### src/rtl/i2c_register_access_master_core_defines.svh
// assertion macros used by the back end of the i2c register access master rtl
`ifndef I2C_REGISTER_ACCESS_MASTER_CORE_DEFINES_SVH
`define I2C_REGISTER_ACCESS_MASTER_CORE_DEFINES_SVH

// same-cycle implication, disabled during reset
`define I2CRAM_ASSERT_NOW(lbl, clk, rst_n, ante, cons, msg) \
    lbl: assert property (@(posedge clk) disable iff (!(rst_n)) (ante) |-> (cons)) \
        else $error(msg);

// next-cycle implication, disabled during reset
`define I2CRAM_ASSERT_NEXT(lbl, clk, rst_n, ante, cons, msg) \
    lbl: assert property (@(posedge clk) disable iff (!(rst_n)) (ante) |=> (cons)) \
        else $error(msg);

`endif

### src/rtl/i2cram_pkg.sv
// types and constants of the i2c register access master
package i2cram_pkg;

    localparam logic [1:0]  ACT_WRITE       = 2'd1;
    localparam logic [1:0]  ACT_READ        = 2'd2;
    localparam logic [15:0] PHASE_TICKS_RST = 16'd20;
    localparam logic [3:0]  BITS_PER_BYTE   = 4'd8;

    typedef enum logic [1:0] {
        CMD_TICK,
        CMD_WRITE,
        CMD_READ
    } t_cmd;

    typedef enum logic [4:0] {
        ST_IDLE,
        ST_SA,
        ST_SB,
        ST_SC,
        ST_TXSET,
        ST_TXHIGH,
        ST_TXLOW,
        ST_TXREL,
        ST_ACKREL,
        ST_ACKHIGH,
        ST_ACKLOW,
        ST_RXREL,
        ST_RXHIGH,
        ST_RXLOW,
        ST_NKSET,
        ST_NKHIGH,
        ST_NKLOW,
        ST_PA,
        ST_PB,
        ST_PC,
        ST_PD
    } t_step;

    // which byte of the transaction is on the bus
    typedef enum logic [1:0] {
        STG_DEV,
        STG_REG,
        STG_DATA,
        STG_RDEV
    } t_stage;

    typedef struct packed {
        t_cmd       cmd;
        logic [7:0] dev_byte;
        logic [7:0] reg_byte;
        logic [7:0] write_data;
        logic       sda_in;
    } t_item;

    typedef struct packed {
        logic       scl_out;
        logic       sda_out;
        logic       busy_res;
        logic       done_res;
        logic       ack_ok;
        logic [7:0] read_data;
    } t_result;

    typedef struct packed {
        logic scl;
        logic sda;
    } t_lines;

endpackage

### src/rtl/i2cram_if.sv
// valid/ready channel interfaces for the input ticks and the results
interface i2cram_in_if;
    logic       valid;
    logic       ready;
    logic [1:0] action;
    logic [7:0] dev_byte;
    logic [7:0] reg_byte;
    logic [7:0] write_data;
    logic       sda_in;

    modport source (output valid, output action, output dev_byte, output reg_byte,
                    output write_data, output sda_in, input ready);
    modport sink (input valid, input action, input dev_byte, input reg_byte,
                  input write_data, input sda_in, output ready);
endinterface

interface i2cram_out_if;
    logic       valid;
    logic       ready;
    logic       scl_out;
    logic       sda_out;
    logic       busy_res;
    logic       done_res;
    logic       ack_ok;
    logic [7:0] read_data;

    modport source (output valid, output scl_out, output sda_out, output busy_res,
                    output done_res, output ack_ok, output read_data, input ready);
    modport sink (input valid, input scl_out, input sda_out, input busy_res,
                  input done_res, input ack_ok, input read_data, output ready);
endinterface

### src/rtl/i2cram_front.sv
// front end: takes input items and classifies the requested action
module i2cram_front
    import i2cram_pkg::*;
(
    i2cram_in_if.sink i_in,
    input  logic      i_q_ready,
    output logic      o_q_valid,
    output t_item     o_q_item
);

    assign i_in.ready = i_q_ready;
    assign o_q_valid  = i_in.valid;

    always_comb begin
        o_q_item.dev_byte   = i_in.dev_byte;
        o_q_item.reg_byte   = i_in.reg_byte;
        o_q_item.write_data = i_in.write_data;
        o_q_item.sda_in     = i_in.sda_in;
        case (i_in.action)
            ACT_WRITE: begin
                o_q_item.cmd = CMD_WRITE;
            end
            ACT_READ: begin
                o_q_item.cmd = CMD_READ;
            end
            default: begin
                o_q_item.cmd = CMD_TICK;
            end
        endcase
    end

endmodule

### src/rtl/i2cram_fifo.sv
// short item queue between the front end and the bus sequencer
module i2cram_fifo
    import i2cram_pkg::*;
#(
    parameter int DEPTH = 2
)
(
    input  logic  i_clk,
    input  logic  i_rst_n,
    input  logic  i_wr_valid,
    input  t_item i_wr_item,
    output logic  o_wr_ready,
    output logic  o_rd_valid,
    output t_item o_rd_item,
    input  logic  i_rd_ready
);

    localparam int AW = (DEPTH > 1) ? $clog2(DEPTH) : 1;
    localparam int CW = $clog2(DEPTH + 1);

    t_item           r_mem [DEPTH];
    logic [AW-1:0]   r_wr_ptr, n_wr_ptr;
    logic [AW-1:0]   r_rd_ptr, n_rd_ptr;
    logic [CW-1:0]   r_count,  n_count;
    logic            push, pop;

    assign o_wr_ready = (r_count != CW'(DEPTH));
    assign o_rd_valid = (r_count != '0);
    assign o_rd_item  = r_mem[r_rd_ptr];
    assign push       = i_wr_valid && o_wr_ready;
    assign pop        = o_rd_valid && i_rd_ready;

    always_comb begin
        n_wr_ptr = r_wr_ptr;
        n_rd_ptr = r_rd_ptr;
        n_count  = r_count;
        if (push) begin
            n_wr_ptr = (r_wr_ptr == AW'(DEPTH - 1)) ? '0 : r_wr_ptr + AW'(1);
        end
        if (pop) begin
            n_rd_ptr = (r_rd_ptr == AW'(DEPTH - 1)) ? '0 : r_rd_ptr + AW'(1);
        end
        if (push && !pop) begin
            n_count = r_count + CW'(1);
        end else if (pop && !push) begin
            n_count = r_count - CW'(1);
        end
    end

    always_ff @(posedge i_clk) begin
        if (push) begin
            r_mem[r_wr_ptr] <= i_wr_item;
        end
    end

    always_ff @(posedge i_clk) begin
        if (!i_rst_n) begin
            r_wr_ptr <= '0;
            r_rd_ptr <= '0;
            r_count  <= '0;
        end else begin
            r_wr_ptr <= n_wr_ptr;
            r_rd_ptr <= n_rd_ptr;
            r_count  <= n_count;
        end
    end

endmodule

### src/rtl/i2cram_back.sv
// back end: i2c bus sequencer, one queued tick per cycle while the result output is taken, registered result
`include "i2c_register_access_master_core_defines.svh"

module i2cram_back
    import i2cram_pkg::*;
(
    input  logic         i_clk,
    input  logic         i_rst_n,
    input  logic [15:0]  i_phase_ticks,
    input  logic         i_q_valid,
    input  t_item        i_q_item,
    output logic         o_q_ready,
    i2cram_out_if.source o_out
);

    t_step       r_step,       n_step;
    t_stage      r_stage,      n_stage;
    logic [15:0] r_phase,      n_phase;
    logic [3:0]  r_bit_cnt,    n_bit_cnt;
    logic [7:0]  r_shift,      n_shift;
    logic [7:0]  r_dev,        n_dev;
    logic [7:0]  r_reg,        n_reg;
    logic [7:0]  r_wdata,      n_wdata;
    logic        r_read_mode,  n_read_mode;
    logic        r_scl,        n_scl;
    logic        r_sda,        n_sda;
    logic        r_nack,       n_nack;
    logic        r_out_valid,  n_out_valid;
    t_result     r_out,        n_out;
    logic        fire;

    // line levels on entry to a step
    function automatic t_lines lines_for(t_step s, logic msb, logic cur_sda);
        t_lines l;
        case (s)
            ST_IDLE, ST_SA, ST_PD: begin
                l = '{scl: 1'b1, sda: 1'b1};
            end
            ST_SB, ST_PC: begin
                l = '{scl: 1'b1, sda: 1'b0};
            end
            ST_SC, ST_PB: begin
                l = '{scl: 1'b0, sda: 1'b0};
            end
            ST_TXSET, ST_TXLOW: begin
                l = '{scl: 1'b0, sda: msb};
            end
            ST_TXHIGH: begin
                l = '{scl: 1'b1, sda: msb};
            end
            ST_ACKHIGH, ST_RXHIGH, ST_NKHIGH: begin
                l = '{scl: 1'b1, sda: 1'b1};
            end
            ST_PA: begin
                l = '{scl: 1'b0, sda: cur_sda};
            end
            default: begin
                l = '{scl: 1'b0, sda: 1'b1};
            end
        endcase
        return l;
    endfunction

    assign o_q_ready = !r_out_valid || o_out.ready;
    assign fire      = i_q_valid && o_q_ready;

    always_comb begin
        logic [15:0] len;
        logic        done;
        logic        scl_o;
        logic        sda_o;
        t_step       nxt;
        t_lines      lines;

        n_step      = r_step;
        n_stage     = r_stage;
        n_phase     = r_phase;
        n_bit_cnt   = r_bit_cnt;
        n_shift     = r_shift;
        n_dev       = r_dev;
        n_reg       = r_reg;
        n_wdata     = r_wdata;
        n_read_mode = r_read_mode;
        n_scl       = r_scl;
        n_sda       = r_sda;
        n_nack      = r_nack;
        n_out       = r_out;
        n_out_valid = o_out.ready ? 1'b0 : r_out_valid;
        len         = (i_phase_ticks == '0) ? 16'd1 : i_phase_ticks;
        done        = 1'b0;
        scl_o       = r_scl;
        sda_o       = r_sda;
        nxt         = r_step;
        lines       = '{scl: r_scl, sda: r_sda};

        if (fire) begin
            // a start is honored only while idle
            if (r_step == ST_IDLE &&
                (i_q_item.cmd == CMD_WRITE || i_q_item.cmd == CMD_READ)) begin
                n_dev       = i_q_item.dev_byte;
                n_reg       = i_q_item.reg_byte;
                n_wdata     = i_q_item.write_data;
                n_read_mode = (i_q_item.cmd == CMD_READ);
                n_nack      = 1'b0;
                n_stage     = STG_DEV;
                n_bit_cnt   = '0;
                n_shift     = '0;
                n_step      = ST_SA;
                n_phase     = '0;
                n_scl       = 1'b1;
                n_sda       = 1'b1;
            end

            scl_o = n_scl;
            sda_o = n_sda;

            if (n_step != ST_IDLE) begin
                if ({1'b0, n_phase} + 17'd1 >= {1'b0, len}) begin
                    n_phase = '0;
                    case (n_step)
                        ST_SA: begin
                            nxt = ST_SB;
                        end
                        ST_SB: begin
                            nxt = ST_SC;
                        end
                        ST_SC: begin
                            n_shift   = {n_dev[7:1], (n_stage == STG_RDEV)};
                            n_bit_cnt = '0;
                            nxt       = ST_TXSET;
                        end
                        ST_TXSET: begin
                            nxt = ST_TXHIGH;
                        end
                        ST_TXHIGH: begin
                            nxt = ST_TXLOW;
                        end
                        ST_TXLOW: begin
                            n_shift   = {n_shift[6:0], 1'b0};
                            n_bit_cnt = n_bit_cnt + 4'd1;
                            nxt       = (n_bit_cnt >= BITS_PER_BYTE) ? ST_TXREL : ST_TXSET;
                        end
                        ST_TXREL: begin
                            nxt = ST_ACKREL;
                        end
                        ST_ACKREL: begin
                            nxt = ST_ACKHIGH;
                        end
                        ST_ACKHIGH: begin
                            if (i_q_item.sda_in) begin
                                n_nack = 1'b1;
                            end
                            nxt = ST_ACKLOW;
                        end
                        ST_ACKLOW: begin
                            if (n_nack) begin
                                nxt = ST_PA;
                            end else if (n_stage == STG_DEV) begin
                                n_stage   = STG_REG;
                                n_shift   = n_reg;
                                n_bit_cnt = '0;
                                nxt       = ST_TXSET;
                            end else if (n_stage == STG_REG) begin
                                if (n_read_mode) begin
                                    // repeated start, then address for reading
                                    n_stage = STG_RDEV;
                                    nxt     = ST_SA;
                                end else begin
                                    n_stage   = STG_DATA;
                                    n_shift   = n_wdata;
                                    n_bit_cnt = '0;
                                    nxt       = ST_TXSET;
                                end
                            end else if (n_stage == STG_DATA) begin
                                nxt = ST_PA;
                            end else begin
                                n_shift   = '0;
                                n_bit_cnt = '0;
                                nxt       = ST_RXREL;
                            end
                        end
                        ST_RXREL: begin
                            nxt = ST_RXHIGH;
                        end
                        ST_RXHIGH: begin
                            n_shift = {n_shift[6:0], i_q_item.sda_in};
                            nxt     = ST_RXLOW;
                        end
                        ST_RXLOW: begin
                            n_bit_cnt = n_bit_cnt + 4'd1;
                            nxt       = (n_bit_cnt >= BITS_PER_BYTE) ? ST_NKSET : ST_RXHIGH;
                        end
                        ST_NKSET: begin
                            nxt = ST_NKHIGH;
                        end
                        ST_NKHIGH: begin
                            nxt = ST_NKLOW;
                        end
                        ST_NKLOW: begin
                            nxt = ST_PA;
                        end
                        ST_PA: begin
                            nxt = ST_PB;
                        end
                        ST_PB: begin
                            nxt = ST_PC;
                        end
                        ST_PC: begin
                            nxt = ST_PD;
                        end
                        default: begin
                            nxt  = ST_IDLE;
                            done = 1'b1;
                        end
                    endcase
                    lines  = lines_for(nxt, n_shift[7], n_sda);
                    n_step = nxt;
                    n_scl  = lines.scl;
                    n_sda  = lines.sda;
                end else begin
                    n_phase = n_phase + 16'd1;
                end
            end

            n_out_valid       = 1'b1;
            n_out.scl_out     = scl_o;
            n_out.sda_out     = sda_o;
            n_out.busy_res    = (n_step != ST_IDLE);
            n_out.done_res    = done;
            n_out.ack_ok      = done && !n_nack;
            n_out.read_data   = (done && !n_nack && n_read_mode) ? n_shift : 8'd0;
        end
    end

    always_ff @(posedge i_clk) begin
        if (!i_rst_n) begin
            r_step      <= ST_IDLE;
            r_stage     <= STG_DEV;
            r_phase     <= '0;
            r_bit_cnt   <= '0;
            r_read_mode <= 1'b0;
            r_scl       <= 1'b1;
            r_sda       <= 1'b1;
            r_nack      <= 1'b0;
            r_out_valid <= 1'b0;
        end else begin
            r_step      <= n_step;
            r_stage     <= n_stage;
            r_phase     <= n_phase;
            r_bit_cnt   <= n_bit_cnt;
            r_read_mode <= n_read_mode;
            r_scl       <= n_scl;
            r_sda       <= n_sda;
            r_nack      <= n_nack;
            r_out_valid <= n_out_valid;
        end
    end

    always_ff @(posedge i_clk) begin
        r_shift <= n_shift;
        r_dev   <= n_dev;
        r_reg   <= n_reg;
        r_wdata <= n_wdata;
        r_out   <= n_out;
    end

    assign o_out.valid     = r_out_valid;
    assign o_out.scl_out   = r_out.scl_out;
    assign o_out.sda_out   = r_out.sda_out;
    assign o_out.busy_res  = r_out.busy_res;
    assign o_out.done_res  = r_out.done_res;
    assign o_out.ack_ok    = r_out.ack_ok;
    assign o_out.read_data = r_out.read_data;

    `I2CRAM_ASSERT_NOW(a_done_not_busy, i_clk, i_rst_n,
        r_out_valid && r_out.done_res, !r_out.busy_res, "done item still reports busy")
    `I2CRAM_ASSERT_NOW(a_ack_needs_done, i_clk, i_rst_n,
        r_out_valid && r_out.ack_ok, r_out.done_res, "ack_ok without done")
    `I2CRAM_ASSERT_NOW(a_bit_cnt_range, i_clk, i_rst_n,
        1'b1, r_bit_cnt <= BITS_PER_BYTE, "bit counter past one byte")
    `I2CRAM_ASSERT_NEXT(a_start_goes_busy, i_clk, i_rst_n,
        fire && r_step == ST_IDLE && (i_q_item.cmd == CMD_WRITE || i_q_item.cmd == CMD_READ),
        r_step != ST_IDLE && r_out_valid, "start did not leave idle")

endmodule

### src/rtl/i2c_register_access_master_core.sv
// i2c register access master: one input item per tick, one result item per input item
// an accepted input item passes through the queue, then the result register, before its result item is valid
// throughput: 1 item per cycle sustained while the result output is taken; the sequencer advances one bus tick per item
// the phase length register sets ticks per bus phase, not cycles per item
// reset (synchronous): sequencer idle with both lines released, queue empty, phase_ticks 20
module i2c_register_access_master_core
    import i2cram_pkg::*;
#(
    parameter int QUEUE_DEPTH = 2
)
(
    input  logic         i_clk,
    input  logic         i_rst_n,
    input  logic         i_cfg_we,
    input  logic [15:0]  i_cfg_wdata,
    i2cram_in_if.sink    i_in,
    i2cram_out_if.source o_out
);

    logic [15:0] r_phase_ticks;
    logic        push_valid, push_ready;
    t_item       push_item;
    logic        pop_valid, pop_ready;
    t_item       pop_item;

    always_ff @(posedge i_clk) begin
        if (!i_rst_n) begin
            r_phase_ticks <= PHASE_TICKS_RST;
        end else if (i_cfg_we) begin
            r_phase_ticks <= i_cfg_wdata;
        end
    end

    i2cram_front u_front (
        .i_in      (i_in),
        .i_q_ready (push_ready),
        .o_q_valid (push_valid),
        .o_q_item  (push_item)
    );

    i2cram_fifo #(
        .DEPTH (QUEUE_DEPTH)
    ) u_fifo (
        .i_clk      (i_clk),
        .i_rst_n    (i_rst_n),
        .i_wr_valid (push_valid),
        .i_wr_item  (push_item),
        .o_wr_ready (push_ready),
        .o_rd_valid (pop_valid),
        .o_rd_item  (pop_item),
        .i_rd_ready (pop_ready)
    );

    i2cram_back u_back (
        .i_clk         (i_clk),
        .i_rst_n       (i_rst_n),
        .i_phase_ticks (r_phase_ticks),
        .i_q_valid     (pop_valid),
        .i_q_item      (pop_item),
        .o_q_ready     (pop_ready),
        .o_out         (o_out)
    );

endmodule
### src/flat_wrapper.sv
// flat-port wrapper written by rule: the top's interface ports become plain ports
module i2c_register_access_master_core_flat import i2cram_pkg::*;
#(
    parameter int QUEUE_DEPTH = 2
)
  (i_clk, i_rst_n, i_cfg_we, i_cfg_wdata, i_in_valid, i_in_action, i_in_dev_byte, i_in_reg_byte, i_in_write_data, i_in_sda_in, i_in_ready, o_out_valid, o_out_scl_out, o_out_sda_out, o_out_busy_res, o_out_done_res, o_out_ack_ok, o_out_read_data, o_out_ready);
  i2cram_in_if i_in_i ();
  i2cram_out_if o_out_i ();
  input  logic i_clk;
  input  logic i_rst_n;
  input  logic i_cfg_we;
  input  logic [15:0] i_cfg_wdata;
  input wire logic [$bits(i_in_i.valid)-1:0] i_in_valid;
  input wire logic [$bits(i_in_i.action)-1:0] i_in_action;
  input wire logic [$bits(i_in_i.dev_byte)-1:0] i_in_dev_byte;
  input wire logic [$bits(i_in_i.reg_byte)-1:0] i_in_reg_byte;
  input wire logic [$bits(i_in_i.write_data)-1:0] i_in_write_data;
  input wire logic [$bits(i_in_i.sda_in)-1:0] i_in_sda_in;
  output wire logic [$bits(i_in_i.ready)-1:0] i_in_ready;
  output wire logic [$bits(o_out_i.valid)-1:0] o_out_valid;
  output wire logic [$bits(o_out_i.scl_out)-1:0] o_out_scl_out;
  output wire logic [$bits(o_out_i.sda_out)-1:0] o_out_sda_out;
  output wire logic [$bits(o_out_i.busy_res)-1:0] o_out_busy_res;
  output wire logic [$bits(o_out_i.done_res)-1:0] o_out_done_res;
  output wire logic [$bits(o_out_i.ack_ok)-1:0] o_out_ack_ok;
  output wire logic [$bits(o_out_i.read_data)-1:0] o_out_read_data;
  input wire logic [$bits(o_out_i.ready)-1:0] o_out_ready;
  assign i_in_i.valid = i_in_valid;
  assign i_in_i.action = i_in_action;
  assign i_in_i.dev_byte = i_in_dev_byte;
  assign i_in_i.reg_byte = i_in_reg_byte;
  assign i_in_i.write_data = i_in_write_data;
  assign i_in_i.sda_in = i_in_sda_in;
  assign i_in_ready = i_in_i.ready;
  assign o_out_valid = o_out_i.valid;
  assign o_out_scl_out = o_out_i.scl_out;
  assign o_out_sda_out = o_out_i.sda_out;
  assign o_out_busy_res = o_out_i.busy_res;
  assign o_out_done_res = o_out_i.done_res;
  assign o_out_ack_ok = o_out_i.ack_ok;
  assign o_out_read_data = o_out_i.read_data;
  assign o_out_i.ready = o_out_ready;
  i2c_register_access_master_core #(.QUEUE_DEPTH(QUEUE_DEPTH)) u_core (.i_clk(i_clk), .i_rst_n(i_rst_n), .i_cfg_we(i_cfg_we), .i_cfg_wdata(i_cfg_wdata), .i_in(i_in_i), .o_out(o_out_i));
endmodule
### config.mk
export PLATFORM = sky130hd
export DESIGN_NAME = i2c_register_access_master_core_flat
export DESIGN_NICKNAME = d
export VERILOG_FILES = /design/src/rtl/i2cram_pkg.sv /design/src/rtl/i2cram_if.sv /design/src/rtl/i2cram_front.sv /design/src/rtl/i2cram_fifo.sv /design/src/rtl/i2cram_back.sv /design/src/rtl/i2c_register_access_master_core.sv /design/src/flat_wrapper.sv
export VERILOG_INCLUDE_DIRS = /design/src /design/src/rtl
export SDC_FILE = /design/constraint.sdc
export NUM_CORES = 1
export LEC_CHECK = 0
export ABC_CLOCK_PERIOD_IN_PS = 6470
export BUFFER_PORTS_ARGS = -buffer_cell sky130_fd_sc_hd__buf_2
export CAP_MARGIN = 30
export CORE_MARGIN = 2
export CORE_UTILIZATION = 54
export DETAILED_ROUTE_END_ITERATION = 8
export PLACE_DENSITY = 0.84
export REMOVE_ABC_BUFFERS = 1
export SLEW_MARGIN = 15
export SYNTH_ARGS = -nofsm -noshare
export SYNTH_HDL_FRONTEND = slang
export SYNTH_SLANG_ARGS = --single-unit
### constraint.sdc
create_clock -name i_clk -period 6.47 [get_ports i_clk]
set_input_delay 0.647 -clock i_clk [delete_from_list [all_inputs] [get_ports i_clk]]
set_output_delay 0.647 -clock i_clk [all_outputs]
set_load 0.02 [all_outputs]
* Word-level counts from Yosys, hierarchy flattened
Memories as Yosys holds them, arrays and structs flattened. A register that Yosys moved wholly into a read port is not among the register bits.
Cells that the tools add are included.
** Storage, ports and cells
- Bits in registers :: 97
- Bits in writable memories :: 54
- Bits of input ports :: 48
- Output and inout port bits :: 15
- Logic and storage cells :: 186
- Memories :: 1
** Memory list
- u_core.u_fifo.r_mem :: depth 2, width 27, rd ports 1, clocked after memory_dff 1, wr ports 1, RTL line i2cram_fifo.sv:21 : t_item r_mem [DEPTH];
** Cells by class
- $add $sub $neg :: 7
- Magnitude comparators :: 2
- Eq/ne operators :: 40
- Mux-type cells :: 83
- Reductions and logical operators :: 29
** Operators with widths (number)
- $pmux W5 S19 :: 1
- $mux W8 :: 11
- $mux W16 :: 5
- $mux W5 :: 12
- $eq A5 B4 Y1 const B :: 11
- $eq A5 B5 Y1 const B :: 8
- $mux W4 :: 9
- $eq A5 B3 Y1 const B :: 7
- $pmux W8 S4 :: 1
- $mux W1 :: 28
- $mux W2 :: 12
- $eq A5 B2 Y1 const B :: 4
- $reduce_or A19 Y1 :: 1
- $add A16 B1 Y17 const B :: 1
- $ge A17 B16 Y1 :: 1
- $add A16 B1 Y16 const B :: 1
- $logic_not A16 Y1 :: 1
- $pmux W2 S6 :: 1
- $pmux W4 S3 :: 1
- $eq A5 B1 Y1 const B :: 2
- $logic_not A5 Y1 :: 2
- $reduce_bool A5 Y1 :: 2
- $eq A2 B2 Y1 const B :: 4
- $reduce_or A2 Y1 :: 4
- other kinds (16) :: 31

* Depth between registers and ports, before layout
- Word-level depth :: 19
- Depth in mapped cells :: 26
- Gate-level depth less buffers :: 19

* Cells and area by module
Synthesis repeated with hierarchy kept, for this count alone.
** Unflattened totals
- Cells, all modules :: 766
- Area total of the unflattened synthesis :: 8101.5 µm²
** By module, submodules not included
- i2cram_back :: instances 1, cells each 578, area an instance 5084.9 µm², sequential area each 1961.9 µm²
- i2cram_fifo :: instances 1, cells each 108, area an instance 2188.3 µm², sequential area each 1721.7 µm²
- i2c_register_access_master_core :: instances 1, cells each 51, area an instance 610.6 µm², sequential area each 320.3 µm²
- i2cram_front :: instances 1, cells each 29, area an instance 217.7 µm², sequential area each 0.0 µm²

* Worst setup path before layout
Ideal clock, no wire load.
- Path kind :: reg-to-reg
- Start :: reg with a tool-made name
- End :: reg u_core.u_back.r_out (netlist bit u_core.u_back.o_out.read_data[7]), data pin
- Library setup time :: 0.158 ns
- Data arrival time :: 5.956 ns
- Required time :: 6.312 ns
- Path slack :: 0.355 ns
- Stages on the path, launching flop included :: 27
- Buffers on the path :: 7
- Clock period less this slack :: 6.115 ns
- Path through :: dfxtp_1 -> clkbuf_1 -> clkbuf_1 -> buf_1 -> mux2i_1 -> ha_1 -> nor2_1 -> nand2_2 -> clkbuf_1 -> clkbuf_1 -> clkbuf_1 -> and2_1 -> ha_1 -> nand2_1 -> nor3_1 -> and3_1 -> xnor2_1 -> nor2_1 -> ha_1 -> nand4_1 -> nor4_1 -> o21ai_0 -> o21ai_2 -> o21ai_1 -> or3b_1 -> buf_2 -> a211oi_2
** RTL lines
- end signal, assigned :: RTL line i2cram_back.sv:264 : r_out <= n_out;
- end, declared :: RTL line i2cram_back.sv:29 : t_result r_out, n_out;

==> results.txt <==
----------------------------------------------------
[Setup path]
  Required time worst endpoint ... approximately 6600 ps
  Startpoint type of the worst setup path ... flop
  Data arrival time at the worst-slack endpoint ... ~5800 ps
  Critical path endpoint category ... flop
  Highest net fanout along the worst path ... 32
  Critical Setup Path Class ... reg2reg

[Power and ir drop]
  Part of the total power dissipated in the clock network ... a little under a third
  Power density over the cells ... approximately 430 nW/um2
  Combinational share of power ... approximately 29%
  Register share of total power ... 40.2%
  Maximum vdd ir drop ... 365 uV
  Power spent charging and discharging nets ... roughly 1300 uW
  Internal power of the cells ... roughly 2400 uW
  Switching Share ... around a third
  Static power due to leakage ... about 0.0032 uW

[STA]
  Setup repair after global routing missed its margin ... no
  Final count of pins violating max slew ... 0
  Post-layout min period ... 5680 ps
  Fmax ... 176 MHz
  Final-layout worst hold slack ... between 400 and 500 ps
  Final-report setup violation count ... 0
  Period Utilization, post-route ... 87.8%
  Worst slew margin ... roughly 43%
  Total negative slack ... 0 ps
  Transition at the pin with the smallest max-transition slack ... 850 ps
  Maximum clock skew at final layout ... between 6 and 7 ps
  Hold Violations, Final ... 0

[Clock tree]
  Sinks on the clock net ... about 150
  Count of instances resized after the clock tree is built ... 0
  Clock Tree Buf Depth ... 2
  Number of CTS-inserted buffers ... 17
  Register clock-pin slew on the reported worst setup and hold paths ... 60 ps
  Number of buffers added to fix hold violations after cts ... 0
  # H-tree levels ... 4
  Number of post-CTS setup repair buffers ... 0
  CTS root buf ... sky130_fd_sc_hd__clkbuf_16
  Clock tree from TritonCTS ... done
  Clock Latency Late Sink ... between 400 and 500 ps

[Floorplanning]
  Horiz. Die Dim ... between 100 and 150 um
  Die span in y ... about 120 um
  Die area ... roughly 15000 um2
  Initial Utilization ... between 50 and 60%
  Num ports ... 63
  Rows ... 42
  Core outline area ... roughly 13000 um2

[Final layout]
  Area added between synthesis and finish ... 14.8%
  Final design area excluding fillers ... between 8000 and 9000 um2
  Most frequent cells in the layout ... 96 x sky130_fd_sc_hd__edfxtp_1, 76 x sky130_fd_sc_hd__nand2_1, 67 x sky130_fd_sc_hd__nor2_1, 63 x sky130_fd_sc_hd__buf_2, 53 x sky130_fd_sc_hd__dfxtp_1
  Proportion of layout cells with a drive suffix above 1 ... 15.3%
  NumNets Final ... about 850
  Antenna Cells ... 0
  Register with the highest flop count ... u_core.u_fifo.r_mem
  Max reg flops ... between 50 and 60
  Largest registers ranked by flip-flop count ... u_core.u_fifo.r_mem x52, u_core.r_phase_ticks x16, u_core.u_back.r_phase x16
  Leading cell type in the layout, fill and taps excluded ... sky130_fd_sc_hd__edfxtp_1

[Global route]
  Global routing usage summed across all routing layers ... 24.0%
  Via count of the first global-routing pass ... just under 6000
  Antenna violations before repair ... 0
  First-pass GRT wire length ... between 20000 and 30000 um
  Total gr overflow ... 0
  Pin count of the biggest net entering global routing ... 55

[Place]
  Area post-placement ... 7900 um2
  Gp weighted congestion ... a little under 0.9
  Half-perimeter wire length after placement ... about 12000 um
  Number of input and output port buffers inserted ... 61

[Synth]
  Synth Register Bits ... ~150
  Mean post-synth cell area ... slightly above 10 um2
  Area of the mapped netlist ... ~7500 um2
  Post-synth EDFFs ... 96
  Share of synthesized area occupied by flip-flops and latches ... 52.8%
  Count of mapped cells out of synthesis ... 730
  Primary flip-flop cell chosen by synthesis mapping ... sky130_fd_sc_hd__edfxtp_1
  Distinct cell type count of the synthesized netlist ... 70
  Number of warnings printed during yosys synthesis ... 0
  Share of async-settable or async-resettable flops after synthesis ... 0%

[Outcome]
  Run status ... complete, no violations

[Flow run]
  Number of max-cap violations ... 0

[Detailed routing]
  DRC errors left ... 0
  Wire length reported by the detailed router ... 17200 um
  Initial detailed-routing violation count ... between 500 and 600
  Initial DRT Pass Iterations ... 6
  Via Count ... 5909
  Number of routed nets with antenna violations ... 0
  Final routed wire length divided by cell count ... about 18 um
  Number of vias per cell after detailed routing ... 6.10

[Worst hold path]
  Hold Crit Class ... in2reg
  Worst min-delay path startpoint ... i_in_dev_byte[5]

----------------------------------------------------
[per-layer routing]
metal	vias to the layer above	track usage, %	wire (um)	share of wire, %
li1	2788	-	-	-
met1	2822	29.8	7030	41
met2	257	40.6	8750	51
met3	42	5.62	1140	6.6
met4	0	9.63	308	1.8
met5	-	0	0	0
[synth_stat cells, drive strengths merged (3+ instances only)]
cell / n / area (um2)
edfxtp: 96 / 2880
nand2: 77 / 292
nor2: 68 / 255
dfxtp: 53 / 1060
a21oi: 42 / 210
mux2i: 40 / 400
o21ai: 39 / 199
nand3: 32 / 160
clkbuf: 27 / 101
inv: 23 / 86.3
nor2b: 21 / 131
ha: 20 / 250
buf: 16 / 80.1
nor3: 15 / 75.1
a211oi: 14 / 110
a221oi: 14 / 123
nand2b: 11 / 68.8
xor2: 11 / 96.3
o21a: 9 / 67.6
nor4: 8 / 65.1
xnor2: 8 / 70.1
o32ai: 7 / 61.3
and2: 6 / 37.5
or3: 6 / 37.5
and3: 5 / 31.3
nand4: 5 / 37.5
a21o: 4 / 30.0
a31oi: 4 / 31.3
o211ai: 4 / 30.0
or2: 4 / 25.0
a2111oi: 3 / 27.5
a211o: 3 / 26.3
nor3b: 3 / 22.5
o2111ai: 3 / 32.5
o32a: 3 / 30.0
[power by group through the flow]
stage	Clock, uW	Sequential (uW)	Combinational (uW)
detailed placement	0	1480	1060
CTS	1120	1460	1070
floorplan	0	1500	667
finish	1110	1470	1070
global route	1160	1480	1180
global placement	0	1470	1000
[critical path, cell delays in order, from the launching register on]
cell                      delay (ps)
sky130_fd_sc_hd__dfxtp_1         340
sky130_fd_sc_hd__buf_4           380
sky130_fd_sc_hd__mux2i_1         170
sky130_fd_sc_hd__ha_1            360
sky130_fd_sc_hd__nor2_1          130
sky130_fd_sc_hd__nand2_2         310
sky130_fd_sc_hd__and2_1          240
sky130_fd_sc_hd__ha_1            220
sky130_fd_sc_hd__nand2_1         120
sky130_fd_sc_hd__nor3_1          530
sky130_fd_sc_hd__nand3_1         170
sky130_fd_sc_hd__xor2_1          170
sky130_fd_sc_hd__nor2_1           80
sky130_fd_sc_hd__ha_1            350
sky130_fd_sc_hd__a21o_1          180
sky130_fd_sc_hd__a21o_1          170
sky130_fd_sc_hd__a41oi_1         210
sky130_fd_sc_hd__o21ai_2         150
sky130_fd_sc_hd__o21ai_1         570
sky130_fd_sc_hd__or3b_1          440
sky130_fd_sc_hd__nor2b_1         100
[path summary, 6_finish.rpt]
| kind | slack [ps] | cells past startpoint | to |
|---|---|---|---|
| worst max-delay path | 790 | 20 | u_core.u_back.o_out.read_data[5]$_SDFFCE_PN0P_ |
| worst min-delay path | 400 | 1 | u_core.u_fifo.r_mem[1][22]$_DFFE_PP_ |
| worst min register to register | 490 | 2 | u_core.u_back.r_phase[1]$_SDFFE_PN0P_ |
| worst max register to register | 790 | 20 | u_core.u_back.o_out.read_data[5]$_SDFFCE_PN0P_ |
[logic make-up after synthesis]
family                     share of synthesized area, %
buffers and inverters                              3.58
and+or+nand+nor                                    17.4
xor gates and xnor gates                           2.23
DFF                                                52.8
adders and majority gates                          3.35
AOI/OAI and AO/OA                                  15.0
muxes                                              5.66
[cell type report]
class                           instances  area (um2)
Fill cell                            1020        4820
Clock buffer                           22         474
Tap cell                              176         220
Timing Repair Buffer                   73         394
Multi-Input combinational cell        515        3270
Inverter                               23        86.3
Sequential cell                       149        3940
Clock inverter                         10         194
[metrics by stage]
| step | std cells | util, % | total power [uW] | worst slack [ps] |
|---|---|---|---|---|
| finish | 968 | 64.0 | 3650 | 790 |
| global route | 968 | 64.0 | 3820 | 399 |
| CTS | 966 | 63.9 | 3650 | 845 |
| detailed placement | 934 | 58.9 | 2540 | 909 |
| global placement | 931 | 58.7 | 2470 | 1090 |
| floorplan | 687 | - | 2160 | 592 |
Note: power is estimated with default switching activity, not from simulation.
